[config.mk]
export PLATFORM = sky130hd
export DESIGN_NAME = mean_color_nearest_tile_select_unit
export DESIGN_NICKNAME = d
export VERILOG_FILES = /design/src/hw/rtl/mcnts_pkg.sv /design/src/hw/rtl/mean_color_nearest_tile_select_unit.sv /design/src/hw/rtl/mcnts_mean_div.sv
export SDC_FILE = /design/constraint.sdc
export NUM_CORES = 1
export LEC_CHECK = 0
export BUFFER_PORTS_ARGS = -buffer_cell sky130_fd_sc_hd__buf_2
export CELL_PAD_IN_SITES_DETAIL_PLACEMENT = 0
export CELL_PAD_IN_SITES_GLOBAL_PLACEMENT = 1
export CORE_MARGIN = 2
export CORE_UTILIZATION = 45
export DETAILED_ROUTE_END_ITERATION = 7
export PLACE_DENSITY = 0.87
export SYNTH_ARGS = -nofsm -noshare
export SYNTH_HDL_FRONTEND = slang
export SYNTH_SLANG_ARGS = --single-unit
[constraint.sdc]
create_clock -name clk -period 5 [get_ports clk]
set_input_delay 0.25 -clock clk [delete_from_list [all_inputs] [get_ports clk]]
set_output_delay 0.25 -clock clk [all_outputs]
set_load 0.1 [all_outputs]
[src/hw/rtl/mcnts_pkg.sv]
// Package for the mean color nearest tile selector.
// Holds the word types, register indexes and constants shared by the RTL,
// the mean divider and the checker. No dependencies.
package mcnts_pkg;

	localparam int MAX_PIXELS = 65536;
	localparam int MAX_IMAGES = 1024;
	localparam int CNT_W      = $clog2(MAX_PIXELS + 2);
	localparam int SUM_W      = 8 + $clog2(MAX_PIXELS + 1);
	localparam int POS_W      = $clog2(MAX_IMAGES + 1);
	localparam int IDX_W      = 10;
	localparam int DIST_W     = 10;
	localparam int MEAN_W     = 8;
	localparam int BIT_W      = $clog2(MEAN_W);
	localparam int CFG_IDX_W  = 8;
	localparam int NUM_CHAN   = 4;
	localparam int CHAN_W     = 2;

	localparam logic [DIST_W-1:0] START_DISTANCE = DIST_W'(255 * 4);

	localparam logic [CFG_IDX_W-1:0] REG_TARGET_RED   = CFG_IDX_W'(0);
	localparam logic [CFG_IDX_W-1:0] REG_TARGET_GREEN = CFG_IDX_W'(1);
	localparam logic [CFG_IDX_W-1:0] REG_TARGET_BLUE  = CFG_IDX_W'(2);
	localparam logic [CFG_IDX_W-1:0] REG_TARGET_ALPHA = CFG_IDX_W'(3);

	typedef struct packed {
		logic [7:0] pix_red;
		logic [7:0] pix_green;
		logic [7:0] pix_blue;
		logic [7:0] pix_alpha;
		logic       end_of_image;
		logic       end_of_list;
	} pix_t;

	typedef struct packed {
		logic [IDX_W-1:0]  best_index;
		logic [DIST_W-1:0] best_distance;
		logic              found;
		logic              any_overflow;
	} res_t;

	typedef struct packed {
		logic             start;
		logic [SUM_W-1:0] dividend;
		logic [CNT_W-1:0] divisor;
	} div_req_t;

	typedef struct packed {
		logic              done;
		logic [MEAN_W-1:0] quotient;
	} div_rsp_t;

endpackage

[src/hw/rtl/mean_color_nearest_tile_select_unit.sv]
// Mean color nearest tile selector: sums RGBA per image, divides at each scored image
// end and keeps the closest image. Uses mcnts_pkg and mcnts_mean_div.
// Throughput: one pixel word per cycle in the accumulate state; a scored image end holds
// input off while four means are formed in turn on the shared divider and a finish step
// runs, an excluded last image during the finish step alone. The result word is loaded
// in the finish step once the output is free. Reset clears targets and search.
module mean_color_nearest_tile_select_unit (
	input  logic                              clk,
	input  logic                              arst_n,
	input  logic                              in_valid,
	output logic                              in_ready,
	input  mcnts_pkg::pix_t                   in_data,
	output logic                              out_valid,
	input  logic                              out_ready,
	output mcnts_pkg::res_t                   out_data,
	input  logic                              cfg_valid,
	output logic                              cfg_ready,
	input  logic [mcnts_pkg::CFG_IDX_W-1:0]   cfg_index,
	input  logic [7:0]                        cfg_data
);

	typedef enum logic [3:0] {
		ST_ACC   = 4'b0001,
		ST_START = 4'b0010,
		ST_WAIT  = 4'b0100,
		ST_FIN   = 4'b1000
	} state_t;

	state_t state_q;

	logic [mcnts_pkg::SUM_W-1:0]  sum_q [mcnts_pkg::NUM_CHAN];
	logic [7:0]                   tgt_q [mcnts_pkg::NUM_CHAN];
	logic [mcnts_pkg::CNT_W-1:0]  cnt_q;
	logic [mcnts_pkg::POS_W-1:0]  pos_q;
	logic [mcnts_pkg::IDX_W-1:0]  best_pos_q;
	logic [mcnts_pkg::DIST_W-1:0] best_q;
	logic [mcnts_pkg::DIST_W-1:0] dist_q;
	logic [mcnts_pkg::CHAN_W-1:0] chan_q;
	logic                         match_q;
	logic                         ovf_q;
	logic                         eol_q;
	logic                         out_valid_q;
	mcnts_pkg::res_t              out_data_q;

	mcnts_pkg::div_req_t div_req;
	mcnts_pkg::div_rsp_t div_rsp;

	logic [7:0]                   pix_ch [mcnts_pkg::NUM_CHAN];
	logic [mcnts_pkg::SUM_W-1:0]  sum_nx [mcnts_pkg::NUM_CHAN];
	logic [mcnts_pkg::CNT_W-1:0]  cnt_nx;
	logic                         cnt_room;
	logic                         ovf_img;
	logic                         pos_ok;
	logic [mcnts_pkg::POS_W-1:0]  pos_inc;
	logic                         out_free;
	logic                         res_load;
	logic                         accept;
	logic [7:0]                   tgt_sel;
	logic [7:0]                   absd;
	logic                         better;
	logic [mcnts_pkg::IDX_W-1:0]  fin_pos;
	logic [mcnts_pkg::DIST_W-1:0] fin_best;
	logic                         fin_match;

	assign out_free  = ~out_valid_q | out_ready;
	assign res_load  = (state_q == ST_FIN) & eol_q & out_free;
	assign in_ready  = (state_q == ST_ACC);
	assign accept    = in_valid & in_ready;
	assign cfg_ready = 1'b1;
	assign out_valid = out_valid_q;
	assign out_data  = out_data_q;

	always_comb begin
		pix_ch[0] = in_data.pix_red;
		pix_ch[1] = in_data.pix_green;
		pix_ch[2] = in_data.pix_blue;
		pix_ch[3] = in_data.pix_alpha;
		cnt_room  = cnt_q < mcnts_pkg::CNT_W'(mcnts_pkg::MAX_PIXELS);
		for (int i = 0; i < mcnts_pkg::NUM_CHAN; i++) begin
			sum_nx[i] = cnt_room ? sum_q[i] + mcnts_pkg::SUM_W'(pix_ch[i]) : sum_q[i];
		end
		// An oversized image pins its count one above the limit.
		cnt_nx  = cnt_room ? cnt_q + 1'b1 : mcnts_pkg::CNT_W'(mcnts_pkg::MAX_PIXELS + 1);
		ovf_img = cnt_nx > mcnts_pkg::CNT_W'(mcnts_pkg::MAX_PIXELS);
		pos_ok  = pos_q < mcnts_pkg::POS_W'(mcnts_pkg::MAX_IMAGES);
		pos_inc = pos_ok ? pos_q + 1'b1 : pos_q;

		tgt_sel = tgt_q[chan_q];
		absd    = (tgt_sel >= div_rsp.quotient) ? tgt_sel - div_rsp.quotient
		                                        : div_rsp.quotient - tgt_sel;

		// Strictly smaller only, so ties keep the earlier image.
		better    = dist_q < best_q;
		fin_pos   = better ? pos_q[mcnts_pkg::IDX_W-1:0] : best_pos_q;
		fin_best  = better ? dist_q : best_q;
		fin_match = better | match_q;

		div_req.start    = (state_q == ST_START);
		div_req.dividend = sum_q[chan_q];
		div_req.divisor  = cnt_q;
	end

	mcnts_mean_div u_div (
		.clk    (clk),
		.arst_n (arst_n),
		.req    (div_req),
		.rsp    (div_rsp)
	);

	always_ff @(posedge clk or negedge arst_n) begin
		if (!arst_n) begin
			for (int i = 0; i < mcnts_pkg::NUM_CHAN; i++) begin
				tgt_q[i] <= '0;
			end
		end else if (cfg_valid && cfg_ready) begin
			case (cfg_index)
				mcnts_pkg::REG_TARGET_RED:   tgt_q[0] <= cfg_data;
				mcnts_pkg::REG_TARGET_GREEN: tgt_q[1] <= cfg_data;
				mcnts_pkg::REG_TARGET_BLUE:  tgt_q[2] <= cfg_data;
				mcnts_pkg::REG_TARGET_ALPHA: tgt_q[3] <= cfg_data;
				default: ;
			endcase
		end
	end

	always_ff @(posedge clk or negedge arst_n) begin
		if (!arst_n) begin
			state_q     <= ST_ACC;
			for (int i = 0; i < mcnts_pkg::NUM_CHAN; i++) begin
				sum_q[i] <= '0;
			end
			cnt_q       <= '0;
			pos_q       <= '0;
			best_pos_q  <= '0;
			best_q      <= mcnts_pkg::START_DISTANCE;
			match_q     <= 1'b0;
			ovf_q       <= 1'b0;
			eol_q       <= 1'b0;
			chan_q      <= '0;
			dist_q      <= '0;
			out_valid_q <= 1'b0;
			out_data_q  <= '0;
		end else begin
			if (res_load) begin
				out_valid_q <= 1'b1;
			end else if (out_valid_q && out_ready) begin
				out_valid_q <= 1'b0;
			end
			case (state_q)
				ST_ACC: begin
					if (accept) begin
						if (!in_data.end_of_image) begin
							sum_q <= sum_nx;
							cnt_q <= cnt_nx;
						end else if (ovf_img || !pos_ok) begin
							for (int i = 0; i < mcnts_pkg::NUM_CHAN; i++) begin
								sum_q[i] <= '0;
							end
							cnt_q <= '0;
							ovf_q <= ovf_q | ovf_img;
							if (in_data.end_of_list) begin
								// The start distance never wins, so the finish step
								// only closes the list with the search as it stands.
								eol_q   <= 1'b1;
								dist_q  <= mcnts_pkg::START_DISTANCE;
								state_q <= ST_FIN;
							end else begin
								pos_q <= pos_inc;
							end
						end else begin
							sum_q   <= sum_nx;
							cnt_q   <= cnt_nx;
							eol_q   <= in_data.end_of_list;
							chan_q  <= '0;
							dist_q  <= '0;
							state_q <= ST_START;
						end
					end
				end
				ST_START: begin
					state_q <= ST_WAIT;
				end
				ST_WAIT: begin
					if (div_rsp.done) begin
						dist_q <= dist_q + mcnts_pkg::DIST_W'(absd);
						if (chan_q == mcnts_pkg::CHAN_W'(mcnts_pkg::NUM_CHAN - 1)) begin
							state_q <= ST_FIN;
						end else begin
							chan_q  <= chan_q + 1'b1;
							state_q <= ST_START;
						end
					end
				end
				ST_FIN: begin
					if (!eol_q || out_free) begin
						for (int i = 0; i < mcnts_pkg::NUM_CHAN; i++) begin
							sum_q[i] <= '0;
						end
						cnt_q   <= '0;
						state_q <= ST_ACC;
						if (eol_q) begin
							out_data_q.best_index    <= fin_pos;
							out_data_q.best_distance <= fin_best;
							out_data_q.found         <= fin_match;
							out_data_q.any_overflow  <= ovf_q;
							pos_q      <= '0;
							best_pos_q <= '0;
							best_q     <= mcnts_pkg::START_DISTANCE;
							match_q    <= 1'b0;
							ovf_q      <= 1'b0;
						end else begin
							best_pos_q <= fin_pos;
							best_q     <= fin_best;
							match_q    <= fin_match;
							pos_q      <= pos_inc;
						end
					end
				end
				default: begin
					state_q <= ST_ACC;
				end
			endcase
		end
	end

endmodule

[src/hw/rtl/mcnts_mean_div.sv]
// Restoring divider that forms one truncated channel mean, one quotient bit
// per cycle. Depends on mcnts_pkg for widths and the request/response types.
module mcnts_mean_div (
	input  logic                clk,
	input  logic                arst_n,
	input  mcnts_pkg::div_req_t req,
	output mcnts_pkg::div_rsp_t rsp
);

	logic                         busy_q;
	logic                         done_q;
	logic [mcnts_pkg::BIT_W-1:0]  bit_q;
	logic [mcnts_pkg::SUM_W-1:0]  rem_q;
	logic [mcnts_pkg::CNT_W-1:0]  dvs_q;
	logic [mcnts_pkg::MEAN_W-1:0] quo_q;

	logic [mcnts_pkg::SUM_W-1:0] shifted;
	logic [mcnts_pkg::SUM_W:0]   diff;
	logic                        ge;

	// The mean never exceeds 255, so eight quotient bits cover every sum.
	always_comb begin
		shifted = mcnts_pkg::SUM_W'(dvs_q) << bit_q;
		diff    = {1'b0, rem_q} - {1'b0, shifted};
		ge      = ~diff[mcnts_pkg::SUM_W];
	end

	always_ff @(posedge clk or negedge arst_n) begin
		if (!arst_n) begin
			busy_q <= 1'b0;
			done_q <= 1'b0;
			bit_q  <= '0;
		end else begin
			done_q <= 1'b0;
			if (req.start) begin
				busy_q <= 1'b1;
				bit_q  <= mcnts_pkg::BIT_W'(mcnts_pkg::MEAN_W - 1);
			end else if (busy_q) begin
				if (bit_q == '0) begin
					busy_q <= 1'b0;
					done_q <= 1'b1;
				end else begin
					bit_q <= bit_q - 1'b1;
				end
			end
		end
	end

	always_ff @(posedge clk) begin
		if (req.start) begin
			rem_q <= req.dividend;
			dvs_q <= req.divisor;
			quo_q <= '0;
		end else if (busy_q) begin
			if (ge) begin
				rem_q <= diff[mcnts_pkg::SUM_W-1:0];
			end
			quo_q <= {quo_q[mcnts_pkg::MEAN_W-2:0], ge};
		end
	end

	assign rsp.done     = done_q;
	assign rsp.quotient = quo_q;

endmodule

==> metrics.txt <==
Synth top area share=0.312; fill count=between 3000 and 4000; largest cells by area after synthesis=dfrtp_1, edfxtp_1, ha_1; syn_nets=~2000; Worst Tran Pin Value=between 1000 and 1500 ps; fraction of layout cells with a size suffix above 1=0.146; slowest CP cell=mux4_2; status=complete, no violations; number of max-slew violations in the final report=0; busiest grt layer=met2; drt total wl=between 40000 and 50000 um; Core Box Area=~38000 um2; sequential fraction of the synthesis area=0.407; Peak VDD IR=about 360 uV; die span in y=about 200 um; GR met1 Demand/Resource=0.294; WL/cell=~18 um; maxcap violations=0; clock latency on the worst-skew pair=600 ps; Slew HR=0.237; Buf/Inv on CP=2; count of cell types in the netlist=80; Diodes inserted=0; largest stage delay on the critical path=540 ps; CP cell instances=mux4_2 -> inv_1 -> ha_1 -> inv_1 -> fa_1 -> a21o_1 -> a21oi_1 -> a31o_2 -> nand2_2 -> a211oi_1 -> nand2_1 -> xnor2_1 -> ha_1 -> a21oi_1 -> o21bai_1 -> a21oi_1 -> o21bai_1 -> a21oi_1 -> o31ai_1 -> a22o_1; Comb power frac=0.495; Die W=between 200 and 250 um; FP Rows=72; antenna viol nets, final=0; Post-synth EDFFs=between 40 and 50; final total power=between 10 and 15 mW; post-DP HPWL=approximately 30000 um; setup TNS=0 ps; yosys warns=0; hold crit path type=input port to flip-flop; DR iter-0 viols=about 1100; met3 Use GR=0.0229; grt total ovfl=0; Root Buffer=clkbuf_16; post-synth top area cell=dfrtp_1; Crit Path Class=flip-flop to flip-flop; Mapped Area=between 15000 and 20000 um2; Fin. Hold Viols=0; Post-Layout Inst Area=between 15000 and 20000 um2; first-pass GRT wire length=just over 70000 um; Seq cells post-synth=between 200 and 300; static leakage=approximately 9 nW; clk buf depth=3; Avg Cell Area, Syn=about 9.7 um2; IO Count=80; part of the power in registers=0.291; Vias/cell=around 5.9; GRT met2 Usage=0.355; P&R area growth vs syn=12.2%; DR vias=between 10000 and 15000; nets=roughly 2000; CP endpoint kind=flip-flop; final setup violation count=0; startpoint types=flip-flop; CTS sink count=around 280; largest net degree at the start of global routing=roughly 140; most frequent cells in the layout=dfrtp_1, nand2_1, o21ai_0; Switch Pwr=4.72 mW; worst-path maximum fanout=7; Starting Density=0.454; P per Cell Area=595 nW/um2; CTS tree=done; ys async rst share=0.819; cell area after placement=~18000 um2; DRC=0; crit share post-route=0.929; RSZ-0062 raised after global routing=no; First-pass DRT Iterations=5; FMAX=around 220 MHz; Synth Instances=1806; number of global-route vias before repair=13914; critical path's most frequent cell=a21oi_1; Final min period=4650 ps; clock share of power=0.215; delay-heaviest family, CP=compound AO/OA/AOI/OAI gates; Finished Core Util=0.510; Req. time, crit path=about 5500 ps; initial antenna violation count=0; critical path arrival=5130 ps; Clock transition at path regs=around 60 ps; Setup Skew=30.5 ps; GRT Util Overall=0.212; TritonCTS Buffers=31; H-tree levels=1; routability cong.=between 0.8 and 0.9; most common cell after layout, fill and taps aside=dfrtp_1; switch share=0.404; Synth Flop Type=dfrtp_1; internal power=roughly 7 mW; IO buf count=78; Die Area=40400 um2
[kinds of logic after synthesis]
group,share of synthesized area
xor+xnor,0.0301
flops,0.407
fa+ha+maj,0.0758
other cells,0.000215
buf+inv,0.0383
compound gates,0.172
mux,0.120
simple gates,0.156
[final timing paths]
kind / to / depth (start not counted) / slack [ps] / startpoint
setup / recovery: dist_q[8] / 20 / 350 / chan_q[0]
setup reg to reg: dist_q[8] / 20 / 350 / chan_q[0]
hold / removal: state_q[3] / 4 / 20 / out_ready
min in group asynchronous: cnt_q[0] / 2 / 250 / arst_n
hold reg to reg: out_data[15] / 2 / 470 / out_data[15]
max in group asynchronous: sum_q[9] / 3 / 3510 / arst_n
[cell usage after synthesis, types with 5 or more instances]
library cell and instances:
o41ai_1 6, a22o_1 21, inv_1 86, ha_1 93
mux2_2 47, nor2b_1 11, nand2b_1 13, buf_1 10
and3_1 22, o31ai_1 17, edfxtp_1 42, nand3_1 54
nand2_1 203, and2_1 12, xnor2_1 37, mux4_2 41
nor3_1 66, xor2_1 23, nor4_1 14, or3_1 21
o21ai_0 186, fa_1 8, o21a_1 6, a31oi_1 22
dfxtp_1 8, mux2i_1 65, a21oi_1 89, dfstp_2 9
nor2_1 87, a21o_1 66, or4_1 7, buf_2 10
a31o_2 5, nand4_1 22, dfrtp_1 218, o21bai_1 10
a211oi_1 13, clkbuf_1 63, a311oi_1 6
[layout make-up]
type                    instances  area, um2  share of cell area
clock buffers                  41        886              0.0452
clock inverters                16        230              0.0117
inverters                      87        327              0.0167
multi-input cells            1357       9710               0.495
flip-flops and latches        277       7120               0.363
well taps                     518        648              0.0331
repair buffers                110        693              0.0354
[state kept, by name, indices dropped and copies added (netlist names)]
| name | flops |
|---|---|
| u_div.done_q | 1 |
| u_div.quo_q | 8 |
| u_div.dvs_q | 17 |
| tgt_q | 32 |
| match_q | 1 |
| best_pos_q | 10 |
| u_div.bit_q | 3 |
| eol_q | 1 |
| chan_q | 2 |
| dist_q | 10 |
| state_q | 4 |
| out_data | 22 |
| u_div.busy_q | 1 |
| sum_q | 100 |
| cnt_q | 17 |
| u_div.rem_q | 25 |
| ovf_q | 1 |
| out_valid | 1 |
| best_q | 10 |
| pos_q | 11 |
[routing by layer]
metal / vias up / share of wire
met3: 68 / 0.044
met4: 0 / 0.019
met1: 6970 / 0.46
li1: 6772 / -
met5: - / 0
met2: 332 / 0.47
[per-stage QoR]
stage / instances / hold slack, ps / setup slack (ps)
global placement: 2336 / 334 / 245
detailed placement: 2336 / 349 / 99.3
finish: 2406 / 17.8 / 355
floorplan: 1806 / -45.6 / 0.774
global route: 2406 / 23.1 / 72.8
CTS: 2404 / 0.523 / 65.3
[worst register-to-register path: stages, from the launching register on]
cell	delay [ps]
dfrtp_2	390
mux4_2	540
inv_1	80
ha_1	160
inv_1	60
fa_1	400
a21o_1	170
a21oi_1	210
a31o_2	260
nand2_2	150
a211oi_1	390
nand2_1	110
xnor2_1	140
ha_1	320
a21oi_1	210
o21bai_1	90
a21oi_1	230
o21bai_1	90
a21oi_1	200
o31ai_1	100
a22o_1	240
[what timing repair did]
item / CTS / global route
gates resized for setup: 0 / 2
endpoints found under the hold margin: 118 / 0
setup buffers: 0 / 2
hold buffers: 11 / 0
endpoints found under the setup margin: 0 / 4
[power by group through the flow]
stage / combinational, mW / sequential, mW / clock (mW)
detailed placement: 5.73 / 3.42 / 0
finish: 5.78 / 3.39 / 2.50
floorplan: 4.67 / 3.20 / 0
CTS: 5.77 / 3.39 / 2.55
global route: 6.46 / 3.46 / 2.63
global placement: 5.57 / 3.40 / 0
Power figures use the tool's default switching activity.
